File: src/design/morse_char_keyer_unit_defines.svh
// Assertion macros for the Morse character keyer
`ifndef MORSE_CHAR_KEYER_UNIT_DEFINES_SVH
`define MORSE_CHAR_KEYER_UNIT_DEFINES_SVH
`ifndef SYNTH
`define MCK_ASSERT_IMP(lbl, clk, rst_n, ante, cons) \
	lbl: assert property (@(posedge clk) disable iff (!rst_n) (ante) |-> (cons)) \
		else $error("mck: implication check failed");
`define MCK_ASSERT_NXT(lbl, clk, rst_n, ante, cons) \
	lbl: assert property (@(posedge clk) disable iff (!rst_n) (ante) |=> (cons)) \
		else $error("mck: next-cycle check failed");
`else
`define MCK_ASSERT_IMP(lbl, clk, rst_n, ante, cons)
`define MCK_ASSERT_NXT(lbl, clk, rst_n, ante, cons)
`endif
`endif

File: src/design/mck_pkg.sv
// Types, constants and the letter table of the Morse character keyer
package mck_pkg;

	localparam int CHAR_W     = 8;
	localparam int HOLD_W     = 16;
	localparam int CFG_IDX_W  = 3;
	localparam int LETTER_IDX_W = 5;
	localparam int MAX_ELEM   = 4;
	localparam int ELEM_CNT_W = $clog2(MAX_ELEM + 1);
	localparam int ELEM_IDX_W = $clog2(MAX_ELEM);
	localparam int SEG_W      = $clog2(2 * MAX_ELEM + 1);

	localparam logic [CHAR_W-1:0] CHAR_SPACE = 8'h20;
	localparam logic [CHAR_W-1:0] CHAR_UP_A  = 8'h41;
	localparam logic [CHAR_W-1:0] CHAR_UP_Z  = 8'h5A;
	localparam logic [CHAR_W-1:0] CHAR_LO_A  = 8'h61;
	localparam logic [CHAR_W-1:0] CHAR_LO_Z  = 8'h7A;

	localparam logic [HOLD_W-1:0] DOT_RST        = 16'd200;
	localparam logic [HOLD_W-1:0] DASH_RST       = 16'd600;
	localparam logic [HOLD_W-1:0] ELEM_GAP_RST   = 16'd200;
	localparam logic [HOLD_W-1:0] LETTER_GAP_RST = 16'd600;
	localparam logic [HOLD_W-1:0] WORD_GAP_RST   = 16'd1400;

	typedef enum logic [1:0] {
		SYM_NONE  = 2'd0,
		SYM_DOT   = 2'd1,
		SYM_DASH  = 2'd2,
		SYM_SPACE = 2'd3
	} sym_t;

	typedef enum logic [CFG_IDX_W-1:0] {
		REG_DOT        = 3'd0,
		REG_DASH       = 3'd1,
		REG_ELEM_GAP   = 3'd2,
		REG_LETTER_GAP = 3'd3,
		REG_WORD_GAP   = 3'd4
	} reg_idx_t;

	typedef struct packed {
		logic [HOLD_W-1:0] dot_ms;
		logic [HOLD_W-1:0] dash_ms;
		logic [HOLD_W-1:0] element_gap_ms;
		logic [HOLD_W-1:0] char_space_ms;
		logic [HOLD_W-1:0] word_space_ms;
	} cfg_regs_t;

	typedef struct packed {
		logic              is_space;
		logic              final_char;
		logic [HOLD_W-1:0] pattern;
	} dec_item_t;

	typedef struct packed {
		logic [ELEM_CNT_W-1:0] cnt;
		logic [MAX_ELEM-1:0]   dash;
	} elem_list_t;

	typedef struct packed {
		logic       is_space;
		logic       final_char;
		elem_list_t elems;
	} elem_item_t;

	typedef struct packed {
		logic              led_level;
		logic [HOLD_W-1:0] hold_ms;
		sym_t              text_symbol;
		logic [1:0]        text_count;
		logic              run_end;
	} seg_t;

	function automatic logic [HOLD_W-1:0] letter_pattern(input logic [LETTER_IDX_W-1:0] idx);
		logic [HOLD_W-1:0] p;
		case (idx)
			5'd0:  p = 16'hB800;
			5'd1:  p = 16'hEA80;
			5'd2:  p = 16'hEBA0;
			5'd3:  p = 16'hEA00;
			5'd4:  p = 16'h8000;
			5'd5:  p = 16'hAE80;
			5'd6:  p = 16'hEE80;
			5'd7:  p = 16'hAA00;
			5'd8:  p = 16'hA000;
			5'd9:  p = 16'hBBB8;
			5'd10: p = 16'hEB80;
			5'd11: p = 16'hBA80;
			5'd12: p = 16'hEE00;
			5'd13: p = 16'hE800;
			5'd14: p = 16'hEEE0;
			5'd15: p = 16'hBBA0;
			5'd16: p = 16'hEEB8;
			5'd17: p = 16'hBA00;
			5'd18: p = 16'hA800;
			5'd19: p = 16'hE000;
			5'd20: p = 16'hAE00;
			5'd21: p = 16'hAB80;
			5'd22: p = 16'hBB80;
			5'd23: p = 16'hEAE0;
			5'd24: p = 16'hEBB8;
			5'd25: p = 16'hEEA0;
			default: p = '0;
		endcase
		return p;
	endfunction

	// Each element starts at the top bit and is followed by one off unit.
	function automatic elem_list_t parse_pattern(input logic [HOLD_W-1:0] pat);
		elem_list_t        r;
		logic [HOLD_W-1:0] rem;
		logic              stop;
		logic              is_dash;
		r    = '0;
		rem  = pat;
		stop = 1'b0;
		for (int e = 0; e < MAX_ELEM; e++) begin
			is_dash = rem[HOLD_W-2] & rem[HOLD_W-3];
			if (!stop && rem[HOLD_W-1]) begin
				r.dash[e] = is_dash;
				r.cnt     = r.cnt + ELEM_CNT_W'(1);
				rem       = is_dash ? (rem << 4) : (rem << 2);
			end else begin
				stop = 1'b1;
			end
		end
		return r;
	endfunction

endpackage

File: src/design/mck_if.sv
// Character input and segment output channel interfaces
interface mck_in_if import mck_pkg::*; ();
	logic              valid;
	logic              ready;
	logic [CHAR_W-1:0] char_code;
	logic              final_char;

	modport source (output valid, output char_code, output final_char, input ready);
	modport sink (input valid, input char_code, input final_char, output ready);
endinterface

interface mck_out_if import mck_pkg::*; ();
	logic              valid;
	logic              ready;
	logic              led_level;
	logic [HOLD_W-1:0] hold_ms;
	logic [1:0]        text_symbol;
	logic [1:0]        text_count;
	logic              run_end;

	modport source (output valid, output led_level, output hold_ms, output text_symbol,
		output text_count, output run_end, input ready);
	modport sink (input valid, input led_level, input hold_ms, input text_symbol,
		input text_count, input run_end, output ready);
endinterface

File: src/design/mck_decode.sv
// Stage 1: classify the character and look up its letter pattern
module mck_decode import mck_pkg::*; (
	input  logic      clk,
	input  logic      arst_n,
	mck_in_if.sink    char_in,
	output logic      valid_s1,
	output dec_item_t item_s1,
	input  logic      ready_s2
);

	logic                    is_upper;
	logic                    is_lower;
	logic                    is_space;
	logic [CHAR_W-1:0]       offset;
	logic [LETTER_IDX_W-1:0] letter_idx;

	always_comb begin
		is_upper   = (char_in.char_code >= CHAR_UP_A) && (char_in.char_code <= CHAR_UP_Z);
		is_lower   = (char_in.char_code >= CHAR_LO_A) && (char_in.char_code <= CHAR_LO_Z);
		is_space   = (char_in.char_code == CHAR_SPACE);
		offset     = is_upper ? (char_in.char_code - CHAR_UP_A) : (char_in.char_code - CHAR_LO_A);
		letter_idx = offset[LETTER_IDX_W-1:0];
	end

	assign char_in.ready = !valid_s1 || ready_s2;

	// drop characters that key nothing
	always_ff @(posedge clk or negedge arst_n) begin
		if (!arst_n) begin
			valid_s1 <= 1'b0;
		end else if (char_in.ready) begin
			valid_s1 <= char_in.valid && (is_upper || is_lower || is_space);
		end
	end

	always_ff @(posedge clk) begin
		if (char_in.ready && char_in.valid) begin
			item_s1.is_space   <= is_space;
			item_s1.final_char <= char_in.final_char;
			item_s1.pattern    <= is_space ? '0 : letter_pattern(letter_idx);
		end
	end

endmodule

File: src/design/mck_parse.sv
// Stage 2: split the on/off pattern into a list of dots and dashes
module mck_parse import mck_pkg::*; (
	input  logic       clk,
	input  logic       arst_n,
	input  logic       valid_s1,
	input  dec_item_t  item_s1,
	output logic       ready_s2,
	output logic       valid_s2,
	output elem_item_t item_s2,
	input  logic       ready_s3
);

	assign ready_s2 = !valid_s2 || ready_s3;

	always_ff @(posedge clk or negedge arst_n) begin
		if (!arst_n) begin
			valid_s2 <= 1'b0;
		end else if (ready_s2) begin
			valid_s2 <= valid_s1;
		end
	end

	always_ff @(posedge clk) begin
		if (ready_s2 && valid_s1) begin
			item_s2.is_space   <= item_s1.is_space;
			item_s2.final_char <= item_s1.final_char;
			item_s2.elems      <= parse_pattern(item_s1.pattern);
		end
	end

endmodule

File: src/design/mck_sequencer.sv
// Stages 3 and 4: step through the segments of a character into the output register
module mck_sequencer import mck_pkg::*; (
	input  logic       clk,
	input  logic       arst_n,
	input  cfg_regs_t  cfg,
	input  logic       valid_s2,
	input  elem_item_t item_s2,
	output logic       ready_s3,
	mck_out_if.source  seg_out
);

	logic                  valid_s3;
	elem_item_t            item_s3;
	logic [HOLD_W-1:0]     end_hold_s3;
	logic [SEG_W-1:0]      seg_q;
	logic                  valid_s4;
	seg_t                  seg_s4;
	seg_t                  seg_next;
	logic                  last_seg;
	logic                  load_s4;
	logic [HOLD_W-1:0]     total;
	logic [HOLD_W-1:0]     end_hold;
	logic [ELEM_IDX_W-1:0] elem_idx;

	always_comb begin
		total    = item_s2.final_char ? cfg.word_space_ms : cfg.char_space_ms;
		end_hold = (total > cfg.element_gap_ms) ? (total - cfg.element_gap_ms) : '0;
	end

	always_comb begin
		elem_idx = seg_q[ELEM_IDX_W:1];
		last_seg = item_s3.is_space || (seg_q == {item_s3.elems.cnt, 1'b0});
		load_s4  = valid_s3 && (!valid_s4 || seg_out.ready);
		ready_s3 = !valid_s3 || (load_s4 && last_seg);
		if (item_s3.is_space) begin
			seg_next = '{1'b0, cfg.word_space_ms, SYM_SPACE, 2'd3, 1'b1};
		end else if (last_seg) begin
			seg_next = '{1'b0, end_hold_s3, SYM_SPACE, 2'd1, 1'b1};
		end else if (!seg_q[0]) begin
			if (item_s3.elems.dash[elem_idx]) begin
				seg_next = '{1'b1, cfg.dash_ms, SYM_DASH, 2'd1, 1'b0};
			end else begin
				seg_next = '{1'b1, cfg.dot_ms, SYM_DOT, 2'd1, 1'b0};
			end
		end else begin
			seg_next = '{1'b0, cfg.element_gap_ms, SYM_NONE, 2'd0, 1'b0};
		end
	end

	always_ff @(posedge clk or negedge arst_n) begin
		if (!arst_n) begin
			valid_s3 <= 1'b0;
			seg_q    <= '0;
			valid_s4 <= 1'b0;
		end else begin
			if (ready_s3) begin
				valid_s3 <= valid_s2;
				seg_q    <= '0;
			end else if (load_s4) begin
				seg_q <= seg_q + SEG_W'(1);
			end
			if (load_s4) begin
				valid_s4 <= 1'b1;
			end else if (seg_out.ready) begin
				valid_s4 <= 1'b0;
			end
		end
	end

	always_ff @(posedge clk) begin
		if (ready_s3 && valid_s2) begin
			item_s3     <= item_s2;
			end_hold_s3 <= end_hold;
		end
		if (load_s4) begin
			seg_s4 <= seg_next;
		end
	end

	assign seg_out.valid       = valid_s4;
	assign seg_out.led_level   = seg_s4.led_level;
	assign seg_out.hold_ms     = seg_s4.hold_ms;
	assign seg_out.text_symbol = seg_s4.text_symbol;
	assign seg_out.text_count  = seg_s4.text_count;
	assign seg_out.run_end     = seg_s4.run_end;

endmodule

File: src/design/morse_char_keyer_unit.sv
// Morse character keyer top level: timing registers, pipeline and checks
//
// char_in takes one ASCII character and a last-of-message flag per item.
// Letters of either case and the space key; every other character is
// dropped in the first stage and yields nothing. seg_out gives one keying
// segment per item: LED level, hold time in ms, text symbol, repeat count,
// and run_end on the last segment of a character.
// The timing registers are written through cfg_we/cfg_index/cfg_data and
// are read while segments are built; indexes past the word gap are ignored.
// The first segment of a character passes the decode, parse and sequencer
// stages and the output register before it is on seg_out.
// Throughput: while seg_out is ready the sequencer issues one segment per
// cycle; a letter of n elements gives 2n+1 segments (3 to 9) and a space
// one. The decode and parse stages hold up to two more characters while it
// works, so segments of back-to-back characters follow with no gap.
// Reset empties the pipeline and loads the default timings (200, 600,
// 200, 600, 1400 ms). When seg_out stalls the output register holds its
// segment, the stages behind it fill, and char_in.ready falls.
`include "morse_char_keyer_unit_defines.svh"
module morse_char_keyer_unit import mck_pkg::*; (
	input  logic                 clk,
	input  logic                 arst_n,
	mck_in_if.sink               char_in,
	mck_out_if.source            seg_out,
	input  logic                 cfg_we,
	input  logic [CFG_IDX_W-1:0] cfg_index,
	input  logic [HOLD_W-1:0]    cfg_data
);

	cfg_regs_t  cfg_q;
	logic       valid_s1;
	dec_item_t  item_s1;
	logic       ready_s2;
	logic       valid_s2;
	elem_item_t item_s2;
	logic       ready_s3;

	always_ff @(posedge clk or negedge arst_n) begin
		if (!arst_n) begin
			cfg_q <= '{DOT_RST, DASH_RST, ELEM_GAP_RST, LETTER_GAP_RST, WORD_GAP_RST};
		end else if (cfg_we) begin
			case (reg_idx_t'(cfg_index))
				REG_DOT:        cfg_q.dot_ms         <= cfg_data;
				REG_DASH:       cfg_q.dash_ms        <= cfg_data;
				REG_ELEM_GAP:   cfg_q.element_gap_ms <= cfg_data;
				REG_LETTER_GAP: cfg_q.char_space_ms  <= cfg_data;
				REG_WORD_GAP:   cfg_q.word_space_ms  <= cfg_data;
				default: ;
			endcase
		end
	end

	mck_decode u_decode (
		.clk      (clk),
		.arst_n   (arst_n),
		.char_in  (char_in),
		.valid_s1 (valid_s1),
		.item_s1  (item_s1),
		.ready_s2 (ready_s2)
	);

	mck_parse u_parse (
		.clk      (clk),
		.arst_n   (arst_n),
		.valid_s1 (valid_s1),
		.item_s1  (item_s1),
		.ready_s2 (ready_s2),
		.valid_s2 (valid_s2),
		.item_s2  (item_s2),
		.ready_s3 (ready_s3)
	);

	mck_sequencer u_sequencer (
		.clk      (clk),
		.arst_n   (arst_n),
		.cfg      (cfg_q),
		.valid_s2 (valid_s2),
		.item_s2  (item_s2),
		.ready_s3 (ready_s3),
		.seg_out  (seg_out)
	);

	`MCK_ASSERT_IMP(a_on_not_last, clk, arst_n, seg_out.valid && seg_out.led_level,
		!seg_out.run_end && (seg_out.text_symbol == SYM_DOT || seg_out.text_symbol == SYM_DASH))
	`MCK_ASSERT_IMP(a_space_off_end, clk, arst_n, seg_out.valid && seg_out.text_symbol == SYM_SPACE,
		!seg_out.led_level && seg_out.run_end)
	`MCK_ASSERT_IMP(a_gap_no_text, clk, arst_n, seg_out.valid && !seg_out.led_level && !seg_out.run_end,
		seg_out.text_symbol == SYM_NONE && seg_out.text_count == 2'd0)
	`MCK_ASSERT_NXT(a_space_fast, clk, arst_n, valid_s1 && ready_s2 && item_s1.is_space,
		valid_s2 && item_s2.elems.cnt == '0)

endmodule
File: src/flat_wrapper.sv
// flat-port wrapper written by rule: the top's interface ports become plain ports
module morse_char_keyer_unit_flat import mck_pkg::*;
  (clk, arst_n, cfg_we, cfg_index, cfg_data, char_in_valid, char_in_char_code, char_in_final_char, char_in_ready, seg_out_valid, seg_out_led_level, seg_out_hold_ms, seg_out_text_symbol, seg_out_text_count, seg_out_run_end, seg_out_ready);
  mck_in_if char_in_i ();
  mck_out_if seg_out_i ();
  input  logic clk;
  input  logic arst_n;
  input  logic cfg_we;
  input  logic [CFG_IDX_W-1:0] cfg_index;
  input  logic [HOLD_W-1:0] cfg_data;
  input wire logic [$bits(char_in_i.valid)-1:0] char_in_valid;
  input wire logic [$bits(char_in_i.char_code)-1:0] char_in_char_code;
  input wire logic [$bits(char_in_i.final_char)-1:0] char_in_final_char;
  output wire logic [$bits(char_in_i.ready)-1:0] char_in_ready;
  output wire logic [$bits(seg_out_i.valid)-1:0] seg_out_valid;
  output wire logic [$bits(seg_out_i.led_level)-1:0] seg_out_led_level;
  output wire logic [$bits(seg_out_i.hold_ms)-1:0] seg_out_hold_ms;
  output wire logic [$bits(seg_out_i.text_symbol)-1:0] seg_out_text_symbol;
  output wire logic [$bits(seg_out_i.text_count)-1:0] seg_out_text_count;
  output wire logic [$bits(seg_out_i.run_end)-1:0] seg_out_run_end;
  input wire logic [$bits(seg_out_i.ready)-1:0] seg_out_ready;
  assign char_in_i.valid = char_in_valid;
  assign char_in_i.char_code = char_in_char_code;
  assign char_in_i.final_char = char_in_final_char;
  assign char_in_ready = char_in_i.ready;
  assign seg_out_valid = seg_out_i.valid;
  assign seg_out_led_level = seg_out_i.led_level;
  assign seg_out_hold_ms = seg_out_i.hold_ms;
  assign seg_out_text_symbol = seg_out_i.text_symbol;
  assign seg_out_text_count = seg_out_i.text_count;
  assign seg_out_run_end = seg_out_i.run_end;
  assign seg_out_i.ready = seg_out_ready;
  morse_char_keyer_unit u_core (.clk(clk), .arst_n(arst_n), .char_in(char_in_i), .seg_out(seg_out_i), .cfg_we(cfg_we), .cfg_index(cfg_index), .cfg_data(cfg_data));
endmodule
File: config.mk
export PLATFORM = sky130hd
export DESIGN_NAME = morse_char_keyer_unit_flat
export DESIGN_NICKNAME = d
export VERILOG_FILES = /design/src/design/mck_pkg.sv /design/src/design/mck_if.sv /design/src/design/mck_decode.sv /design/src/design/mck_parse.sv /design/src/design/mck_sequencer.sv /design/src/design/morse_char_keyer_unit.sv /design/src/flat_wrapper.sv
export VERILOG_INCLUDE_DIRS = /design/src /design/src/design
export SDC_FILE = /design/constraint.sdc
export NUM_CORES = 1
export LEC_CHECK = 0
export BUFFER_PORTS_ARGS = -buffer_cell sky130_fd_sc_hd__buf_2
export CAP_MARGIN = 20
export CELL_PAD_IN_SITES_DETAIL_PLACEMENT = 1
export CELL_PAD_IN_SITES_GLOBAL_PLACEMENT = 1
export CORE_MARGIN = 2
export CORE_UTILIZATION = 49
export DETAILED_ROUTE_END_ITERATION = 16
export GPL_TIMING_DRIVEN = 0
export PLACE_DENSITY = 0.91
export SYNTH_ARGS = -nofsm -noshare
export SYNTH_HDL_FRONTEND = slang
export SYNTH_SLANG_ARGS = --single-unit
File: constraint.sdc
create_clock -name clk -period 4.7 [get_ports clk]
set_input_delay 0.94 -clock clk [delete_from_list [all_inputs] [get_ports clk]]
set_output_delay 0.94 -clock clk [all_outputs]
set_load 0.02 [all_outputs]
==> results.yml, run 1 <==
worst_setup_path:
  cpPeakStageDelay_ns: 0.68
  cp_data_required_time_ns: 4.88
  regToRegStartpoint: "u_core.u_parse.item_s2[7]"
  critPathMaxFanout: 10
  r2r_cells: 13
  startpoint_type: "register"
  r2r_setup_slack_ns: 0.33
  r2r_end: "u_core.u_sequencer.end_hold_s3[9]"
  crit_chain: "clkbuf_1 > clkbuf_2 > mux2i_1 > ha_1 > inv_1 > fa_1 > a21o_1 > a221o_2 > o21ai_2 > a21oi_2 > o41ai_4 > buf_6 > nor2_1"
  crit_path_end_kind: "register"
  critPathKind: "reg -> reg"
  arrival_ns: 4.55
  crit_buf_inv: 4
  cp_top_family: "compound AO/OA/AOI/OAI gates"
  critPathSlowestCell: "o41ai_4"
clock_network:
  clock_latency_ns: 0.44
  cts_buffers: 17
  clk_pin_slew_worst_paths_ns: 0.06
  clock_sinks: 157
  cts_root_buffer: "clkbuf_16"
  htree_levels: 4
  tritoncts: "done"
  ctsLongestPathBuffers: 2
placed_design:
  place.gp.congestion: 0.850
  place_inst: 1025
  placed_cell_area_sq_mm: 0.00903
  dp_hpwl_um: 16900
  io_buffers: 56
global_route:
  grt_pass1_vias: 7022
  antenna_found_initial: 0
  grt_pass1_wl_um: 39000
  grt_max_degree: 46
  overflow: 0
  grt_use_total: 0.285
detailed_routing:
  drtIter0Drc: 435
  routed_via_density: 6.04
  drc_errors: 0
  antenna_left: 0
  routed-via-count: 6394
  wirelength_um: 24700
  drt_pre_antenna_iters: 6
  wire_per_inst_um: 23.4
synth:
  ys_seq_area_frac: 0.513
  netlist_area_sq_mm: 0.00839
  synth_cells: 746
  ys_async_sr_fraction: 0.561
  synth-edff-count: 69
  synth.largest_area_cell: "edfxtp_1"
  synth.avg_cell_area_sq_um: 11.2
  ys.flop_type: "edfxtp_1"
  yosysWarnings: 0
  synthTopCellsByArea: "edfxtp_1 25%, dfrtp_1 20%, mux2_2 11%"
  ys_seq_elements: 157
  synth_cell_types: 68
  synth_top_area_frac: 0.247
  syn_nets: 811
final_layout:
  syn_to_final_growth_pct: 14.8
  stdcell_area_sq_mm: 0.00963
  layoutNonFillerInstCount: 1058
  nets: 890
  mostFrequentLayoutCell: "mux2_2"
  drive_above_1_share: 0.265
  layout_common_cells: "81 x mux2_2, 76 x nand2_1, 69 x edfxtp_1"
  antennaDiodeCount: 0
floorplan:
  dieArea_sq_mm: 0.0182
  rows: 47
  fp.coreArea_sq_mm: 0.0166
  io_pins: 57
  initial_core_util: 0.504
  die_x_um: 135
  die_h_um: 135
timing:
  maxSlewViolCount: 0
  rsz0062_at_grt: "no"
  fin_crit_ns: 4.37
  setup_tns_ns: 0
  finalCritPeriodShare: 0.930
  finClkSkew_ns: 0.0115
  finalHoldViolCount: 0
  maxSlewHeadroom: 0.368
  max_freq_mhz: 229
  setup_violations: 0
  worstMarginPinSlew_ns: 0.948
  holdWs_ns: 0.417
hold_path:
  hp-class: "reg -> reg"
  hold_end: "u_core.u_parse.item_s2[8]"
  min_from: "u_core.u_decode.item_s1[17]"
  whs_path_depth: 0
pwr:
  p_leak_nw: 3.93
  peakVddDrop_mv: 0.328
  p_per_area_mw_per_mm2: 478
  power_mw: 4.60
status:
  outcome: "finished clean"
run:
  cap_violations: 0
[power breakdown]
part | switching [mW] | internal, mW | total (mW)
sequential | 0.128 | 1.71 | 1.84
clock | 0.595 | 0.818 | 1.41
combinational | 0.809 | 0.538 | 1.35
total | 1.53 | 3.07 | 4.60
[through the flow]
stage                util  setup WS (ns)
global route        0.578          0.248
CTS                 0.578          0.139
finish              0.578          0.329
floorplan               -           1.22
detailed placement  0.543          0.219
global placement    0.537          0.347
[kinds of logic (layout without fill, tap and decap cells)]
logic type	after synthesis	count (layout)	synth area share
AO/OA/AOI/OAI	148	148	0.112
AND/OR/NAND/NOR	204	204	0.117
multiplexers	121	121	0.158
buffers and inverters	65	157	0.0318
flip-flops	157	157	0.513
adder cells (fa/ha/maj)	32	32	0.0486
XOR/XNOR	19	19	0.0198
[worst register-to-register path, cell delays in order (launching register included)]
cell and delay (ns):
edfxtp_1 0.33, clkbuf_1 0.44, clkbuf_2 0.50, mux2i_1 0.24, ha_1 0.20, inv_1 0.07, fa_1 0.41, a21o_1 0.20
a221o_2 0.42, o21ai_2 0.17, a21oi_2 0.11, o41ai_4 0.68, buf_6 0.26, nor2_1 0.09
[routing by layer]
metal,track usage,vias up,wire length (um),share of wire
li1,-,2856,-,-
met1,0.342,3274,10200,0.41
met2,0.500,203,12700,0.51
met3,0.0541,61,1010,0.041
met4,0.122,0,824,0.033
met5,0,-,0,0
[worst max path at each step]
stage,start,to,slack [ns],cells after the start
floorplan,u_core.u_parse.item_s2[7],u_core.u_sequencer.end_hold_s3[10],1.22,11
global placement,u_core.u_parse.item_s2[7],u_core.u_sequencer.end_hold_s3[10],0.35,13
detailed placement,u_core.u_parse.item_s2[7],u_core.u_sequencer.end_hold_s3[9],0.22,13
CTS,u_core.u_parse.item_s2[7],u_core.u_sequencer.end_hold_s3[9],0.14,13
global route,u_core.u_parse.item_s2[7],u_core.u_sequencer.end_hold_s3[9],0.25,13
finish,u_core.u_parse.item_s2[7],u_core.u_sequencer.end_hold_s3[9],0.33,13
[layout make-up]
| cell class | instances | area (sq um) |
|---|---|---|
| Inverter | 28 | 105 |
| Clock inverter | 12 | 134 |
| Buffer | 37 | 163 |
| Timing Repair Buffer | 60 | 370 |
| Clock buffer | 20 | 458 |
| Sequential cell | 157 | 4300 |
| Fill cell | 1786 | 7020 |
| Tap cell | 220 | 275 |
| Multi-Input combinational cell | 524 | 3820 |
[synthesized netlist by cell type, types with 2 or more instances]
| cell | instances |
|---|---|
| clkbuf_1 | 24 |
| and3_1 | 5 |
| a21oi_1 | 25 |
| a211oi_1 | 3 |
| inv_1 | 28 |
| o21ai_0 | 64 |
| a221oi_1 | 2 |
| nor3_1 | 13 |
| and2_1 | 6 |
| nand2_1 | 76 |
| a21boi_0 | 3 |
| nor2b_1 | 9 |
| a21bo_2 | 5 |
| a2111oi_0 | 3 |
| edfxtp_1 | 69 |
| mux2_2 | 81 |
| nand4_1 | 2 |
| nand2b_1 | 10 |
| o211ai_1 | 3 |
| nand3_1 | 11 |
| xor2_1 | 12 |
| o21a_1 | 2 |
| nand3b_1 | 3 |
| buf_1 | 2 |
| nand4b_1 | 2 |
| nor2_1 | 51 |
| ha_1 | 31 |
| dfrtp_1 | 68 |
| a31oi_1 | 13 |
| a21o_1 | 6 |
| dfstp_2 | 20 |
| xnor2_1 | 7 |
| or2_2 | 2 |
| mux2i_1 | 39 |
| buf_2 | 9 |
| nor3b_1 | 5 |
[flip-flops by register name, indices dropped and copies added (netlist names)]
signal                                  count
u_core.u_sequencer.end_hold_s3             16
u_core.u_sequencer.seg_out.led_level        1
u_core.u_sequencer.seg_out.text_symbol      2
u_core.u_parse.item_s2                      9
u_core.u_sequencer.seg_out.valid            1
u_core.u_sequencer.item_s3                  8
u_core.u_sequencer.seg_out.hold_ms         16
u_core.u_parse.valid_s2                     1
u_core.u_decode.item_s1                    14
u_core.u_sequencer.valid_s3                 1
u_core.u_sequencer.seg_out.run_end          1
u_core.cfg_q                               80
u_core.u_sequencer.seg_out.text_count       2
u_core.u_sequencer.seg_q                    4
u_core.u_decode.valid_s1                    1
[repair_timing]
action                     CTS  global route
gates resized for setup      0             2
hold buffers                 0             0
setup endpoints to repair    0            10
buffers inserted             0             0
(Power assumes the default switching activity.)
==> run 2: changes to the inputs <==
Settings changed: CORE_ASPECT_RATIO set to 0.6.
==> run 2 against run 1 <==
Design area decreased by 0.18%. Core utilization increased by 0.44 points. Register-to-register slack got worse by 0.07 ns. Critical endpoint is now u_core.u_sequencer.end_hold_s3[6]. Largest power group unchanged.
==> results.yml, run 2 (synthesis gave the netlist of run 1 again) <==
timing:
  rsz0062_at_grt: "no"
  worstMarginPinSlew_ns: 1.08
  setup_tns_ns: 0
  max_freq_mhz: 225
  finalHoldViolCount: 0
  setup_violations: 0
  maxSlewViolCount: 0
  maxSlewHeadroom: 0.278
  finalCritPeriodShare: 0.945
  fin_crit_ns: 4.44
  finClkSkew_ns: 0.0177
clock_network:
  clock_latency_ns: 0.45
  htree_levels: 4
  cts_buffers: 17
  cts_post_setup_buffers_inserted: 0
  clk_pin_slew_worst_paths_ns: 0.07
  clock_sinks: 157
  cts_resized: 0
  tritoncts: "done"
  ctsLongestPathBuffers: 2
  cts_root_buffer: "clkbuf_16"
  cts_hold_buffers: 0
detailed_routing:
  drtIter0Drc: 600
  drc_errors: 0
  wire_per_inst_um: 24.1
  wirelength_um: 25700
  drt_pre_antenna_iters: 5
  antenna_left: 0
  routed-via-count: 6483
  routed_via_density: 6.09
floorplan:
  io_pins: 57
  die_h_um: 105
  fp.coreArea_sq_mm: 0.0165
  initial_core_util: 0.509
  dieArea_sq_mm: 0.0182
  rows: 36
  die_x_um: 173
status:
  outcome: "finished clean"
worst_setup_path:
  r2r_end: "u_core.u_sequencer.end_hold_s3[6]"
  regToRegStartpoint: "u_core.u_parse.item_s2[7]"
  critPathSlowestCell: "o41ai_4"
  critPathMaxFanout: 10
  cpPeakStageDelay_ns: 0.62
  r2r_cells: 13
  critPathKind: "reg -> reg"
  cp_top_family: "compound AO/OA/AOI/OAI gates"
  cp_data_required_time_ns: 4.89
  startpoint_type: "register"
  r2r_setup_slack_ns: 0.26
  arrival_ns: 4.63
  crit_path_end_kind: "register"
  crit_buf_inv: 4
  crit_chain: "clkbuf_1 > clkbuf_2 > mux2i_1 > ha_1 > inv_1 > fa_1 > a21o_1 > a221o_2 > o21ai_2 > a21oi_2 > o41ai_4 > buf_6 > nor2_1"
hold_path:
  hold_end: "u_core.u_sequencer.item_s3[8]"
  hp-class: "reg -> reg"
  min_from: "u_core.u_parse.item_s2[8]"
  whs_path_depth: 0
final_layout:
  stdcell_area_sq_mm: 0.00961
  nets: 889
  antennaDiodeCount: 0
  syn_to_final_growth_pct: 14.6
  largest_register_ffs: 80
  top_register: "u_core.cfg_q"
  fin_util: 0.583
  mostFrequentLayoutCell: "mux2_2"
  drive_above_1_share: 0.266
  layout_common_cells: "81 x mux2_2, 76 x nand2_1, 69 x edfxtp_1"
pwr:
  p_per_area_mw_per_mm2: 482
  p_leak_nw: 3.92
  peakVddDrop_mv: 0.259
global_route:
  grt_pass1_wl_um: 40200
  grt_pass1_vias: 6878
  grt_max_degree: 52
  antenna_found_initial: 1
  overflow: 0
  grt_use_total: 0.291
placed_design:
  place.gp.congestion: 0.889
  placed_cell_area_sq_mm: 0.00901
  dp_hpwl_um: 17100
  io_buffers: 56
run:
  cap_violations: 0
==> run 2: final cells by class <==
cell class                 instances  area (sq um)
clock inverter                    14           158
fill                            1780          6880
clock buffer                      18           439
tap                              228           285
sequential                       157          4300
multi-input combinational        524          3830
buffer                            37           163
timing repair buffer              59           333
inverter                          28           105
==> run 2: power by group <==
group          internal (mW)  switching [mW]  total, mW
combinational          0.534           0.817       1.35
sequential              1.71           0.130       1.84
clock                  0.807           0.630       1.44
==> run 2: through the flow <==
step / power (mW) / hold slack [ns] / instances / setup slack, ns
final: 4.63 / 0.423 / 1065 / 0.260
after global routing: 4.81 / 0.434 / 1065 / 0.212
after CTS: 4.60 / 0.425 / 1065 / 0.0726
after detailed placement: 3.13 / 0.412 / 1033 / 0.188
after global placement: 3.02 / 0.402 / 1030 / 0.333
after floorplan: 2.73 / 0.400 / 746 / 1.22
==> run 2: worst max path at each step <==
stage / from / end / slack, ns / depth (start not counted)
2_1_floorplan: u_core.u_parse.item_s2[7] / u_core.u_sequencer.end_hold_s3[10] / 1.22 / 11
4_1_cts: u_core.u_parse.item_s2[7] / u_core.u_sequencer.end_hold_s3[6] / 0.07 / 13
6_report: u_core.u_parse.item_s2[7] / u_core.u_sequencer.end_hold_s3[6] / 0.26 / 13
3_3_place_gp: u_core.u_parse.item_s2[7] / u_core.u_sequencer.end_hold_s3[10] / 0.33 / 11
3_5_place_dp: u_core.u_parse.item_s2[7] / u_core.u_sequencer.end_hold_s3[10] / 0.19 / 13
5_1_grt: u_core.u_parse.item_s2[7] / u_core.u_sequencer.end_hold_s3[10] / 0.21 / 13
==> run 2: metal layers <==
layer / global-route usage / share of wire / wire length (um) / up-vias
li1: - / - / - / 2836
met1: 0.399 / 0.44 / 11400 / 3283
met2: 0.449 / 0.45 / 11500 / 304
met3: 0.0819 / 0.084 / 2170 / 58
met4: 0.0956 / 0.024 / 615 / 2
met5: 0 / 0.00051 / 13 / -
==> run 3: changes to the inputs <==
Settings changed: CELL_PAD_IN_SITES_DETAIL_PLACEMENT 1 to unset, CELL_PAD_IN_SITES_GLOBAL_PLACEMENT 1 to unset, CORE_UTILIZATION 49 to 50, CTS_BUF_LIST set to sky130_fd_sc_hd__clkbuf_8, PLACE_DENSITY 0.91 to 0.79.
Clock period 4.7 ns to 5.2 ns, I/O delays scaled along.
==> run 3 against run 2 <==
First-iteration DRC count rose by 27%. Flip-flop and latch count unchanged. Critical path type unchanged. Combinational power decreased by 16%. Critical path depth did not move. Worst hold slack worse by 0.0013 ns.
==> results.yml, run 3 (synthesis gave the netlist of run 1 again) <==
status:
  outcome: "finished clean"
timing:
  setup_tns_ns: 0
  fin_crit_ns: 4.48
  max_freq_mhz: 223
  maxSlewHeadroom: 0.422
  setup_violations: 0
  maxSlewViolCount: 0
  worstMarginPinSlew_ns: 0.867
  rsz0062_at_grt: "no"
  finalHoldViolCount: 0
  finalCritPeriodShare: 0.862
  finClkSkew_ns: 0.0203
worst_setup_path:
  critPathKind: "reg -> reg"
  cp_data_required_time_ns: 5.42
  arrival_ns: 4.70
  crit_path_end_kind: "register"
  critPathMaxFanout: 10
  startpoint_type: "register"
final_layout:
  top_register: "u_core.cfg_q"
  largest_register_ffs: 80
  fillCellCount: 1417
  layout_common_cells: "81 x mux2_2, 76 x nand2_1, 69 x edfxtp_1"
  antennaDiodeCount: 0
  multi_input_area_sq_mm: 0.00382
  layoutNonFillerInstCount: 1066
  regArea_sq_mm: 0.00430
  mostFrequentLayoutCell: "mux2_2"
  drive_above_1_share: 0.265
  syn_to_final_growth_pct: 12.0
  nets: 890
detailed_routing:
  wl_met2_um: 7650
  routed_via_density: 5.70
  wire_per_inst_um: 18.3
  drtIter0Drc: 762
  drt-met1-wl_um: 9870
  route.met3.wl_um: 1750
  drc_errors: 0
  drt_pre_antenna_iters: 6
  antenna_left: 0
  top_layer: "met4"
  wirelength_um: 19500
  routed-via-count: 6075
floorplan:
  dieArea_sq_mm: 0.0179
  rows: 36
  die_h_um: 104
  initial_core_util: 0.514
  io_pins: 57
  fp.coreArea_sq_mm: 0.0163
  die_x_um: 171
global_route:
  grt_use_total: 0.232
  grt_max_degree: 53
  antenna_found_initial: 0
  grt_pass1_vias: 5763
  grt_pass1_wl_um: 31700
  overflow: 0
clock_network:
  cts_root_buffer: "clkbuf_8"
  cts_post_setup_buffers_inserted: 0
  cts_hold_buffers: 0
  clock_sinks: 157
  clk_pin_slew_worst_paths_ns: 0.09
  cts_buffers: 17
  clock_latency_ns: 0.47
  ctsLongestPathBuffers: 2
  cts_resized: 0
  tritoncts: "done"
  htree_levels: 4
placed_design:
  place_inst: 1034
  place.gp.congestion: 0.972
  io_buffers: 56
  dp_hpwl_um: 14400
pwr:
  p_leak_nw: 3.82
  p_per_area_mw_per_mm2: 388
  peakVddDrop_mv: 0.181
hold_path:
  hp-class: "reg -> reg"
run:
  cap_violations: 0
run 3: layout make-up:
cell class,instances,share of cell area
flip-flops and latches,157,0.458
plain buffers,37,0.0172
multi-input cells,524,0.407
clock inverters,15,0.0144
inverters,28,0.0112
well taps,228,0.0304
clock buffers,17,0.0249
repair buffers,60,0.0368
run 3: power by group:
| group | switching, mW | leakage [nW] | internal (mW) | total, mW |
|---|---|---|---|---|
| clock network | 0.488 | 0.187 | 0.384 | 0.872 |
| registers | 0.0981 | 1.67 | 1.54 | 1.64 |
| logic | 0.649 | 1.96 | 0.480 | 1.13 |
| total | 1.23 | 3.82 | 2.41 | 3.64 |
run 3: worst max-delay path: stages (launching register included):
cell and delay (ns):
edfxtp_1 0.32, clkbuf_1 0.45, buf_1 0.63, mux2i_1 0.27
ha_1 0.22, inv_1 0.07, fa_1 0.41, a21o_1 0.20
a221o_2 0.43, o21ai_2 0.18, a21oi_2 0.12, o41ai_4 0.60
buf_6 0.24, nor2_1 0.07
run 3: final timing paths:
check,start,to,slack [ns],cells past startpoint
setup / recovery,u_core.u_parse.item_s2[7],u_core.u_sequencer.end_hold_s3[7],0.72,13
hold / removal,u_core.u_parse.item_s2[5],u_core.u_sequencer.item_s3[5],0.42,0
setup reg to reg,u_core.u_parse.item_s2[7],u_core.u_sequencer.end_hold_s3[7],0.72,13
hold reg to reg,u_core.u_parse.item_s2[5],u_core.u_sequencer.item_s3[5],0.42,0
max in group asynchronous,arst_n,u_core.cfg_q[6],3.96,2
min in group asynchronous,arst_n,u_core.cfg_q[59],0.53,1
run 3: through the flow:
| step | hold slack [ns] | util | worst slack, ns | area [sq um] | power (mW) |
|---|---|---|---|---|---|
| after floorplan | 0.400 | - | 1.72 | 8390 | 2.47 |
| after global placement | 0.402 | 0.549 | 0.853 | 8950 | 2.73 |
| after detailed placement | 0.407 | 0.553 | 0.768 | 9020 | 2.77 |
| after CTS | 0.427 | 0.576 | 0.766 | 9390 | 3.64 |
| after global routing | 0.434 | 0.576 | 0.490 | 9390 | 3.86 |
| final | 0.422 | 0.576 | 0.716 | 9390 | 3.64 |
run 3: routing by layer:
layer | global-route usage | vias up
met1 | 0.381 | 2956
met2 | 0.297 | 247
li1 | - | 2850
met5 | 0 | -
met4 | 0.0545 | 0
met3 | 0.0594 | 22
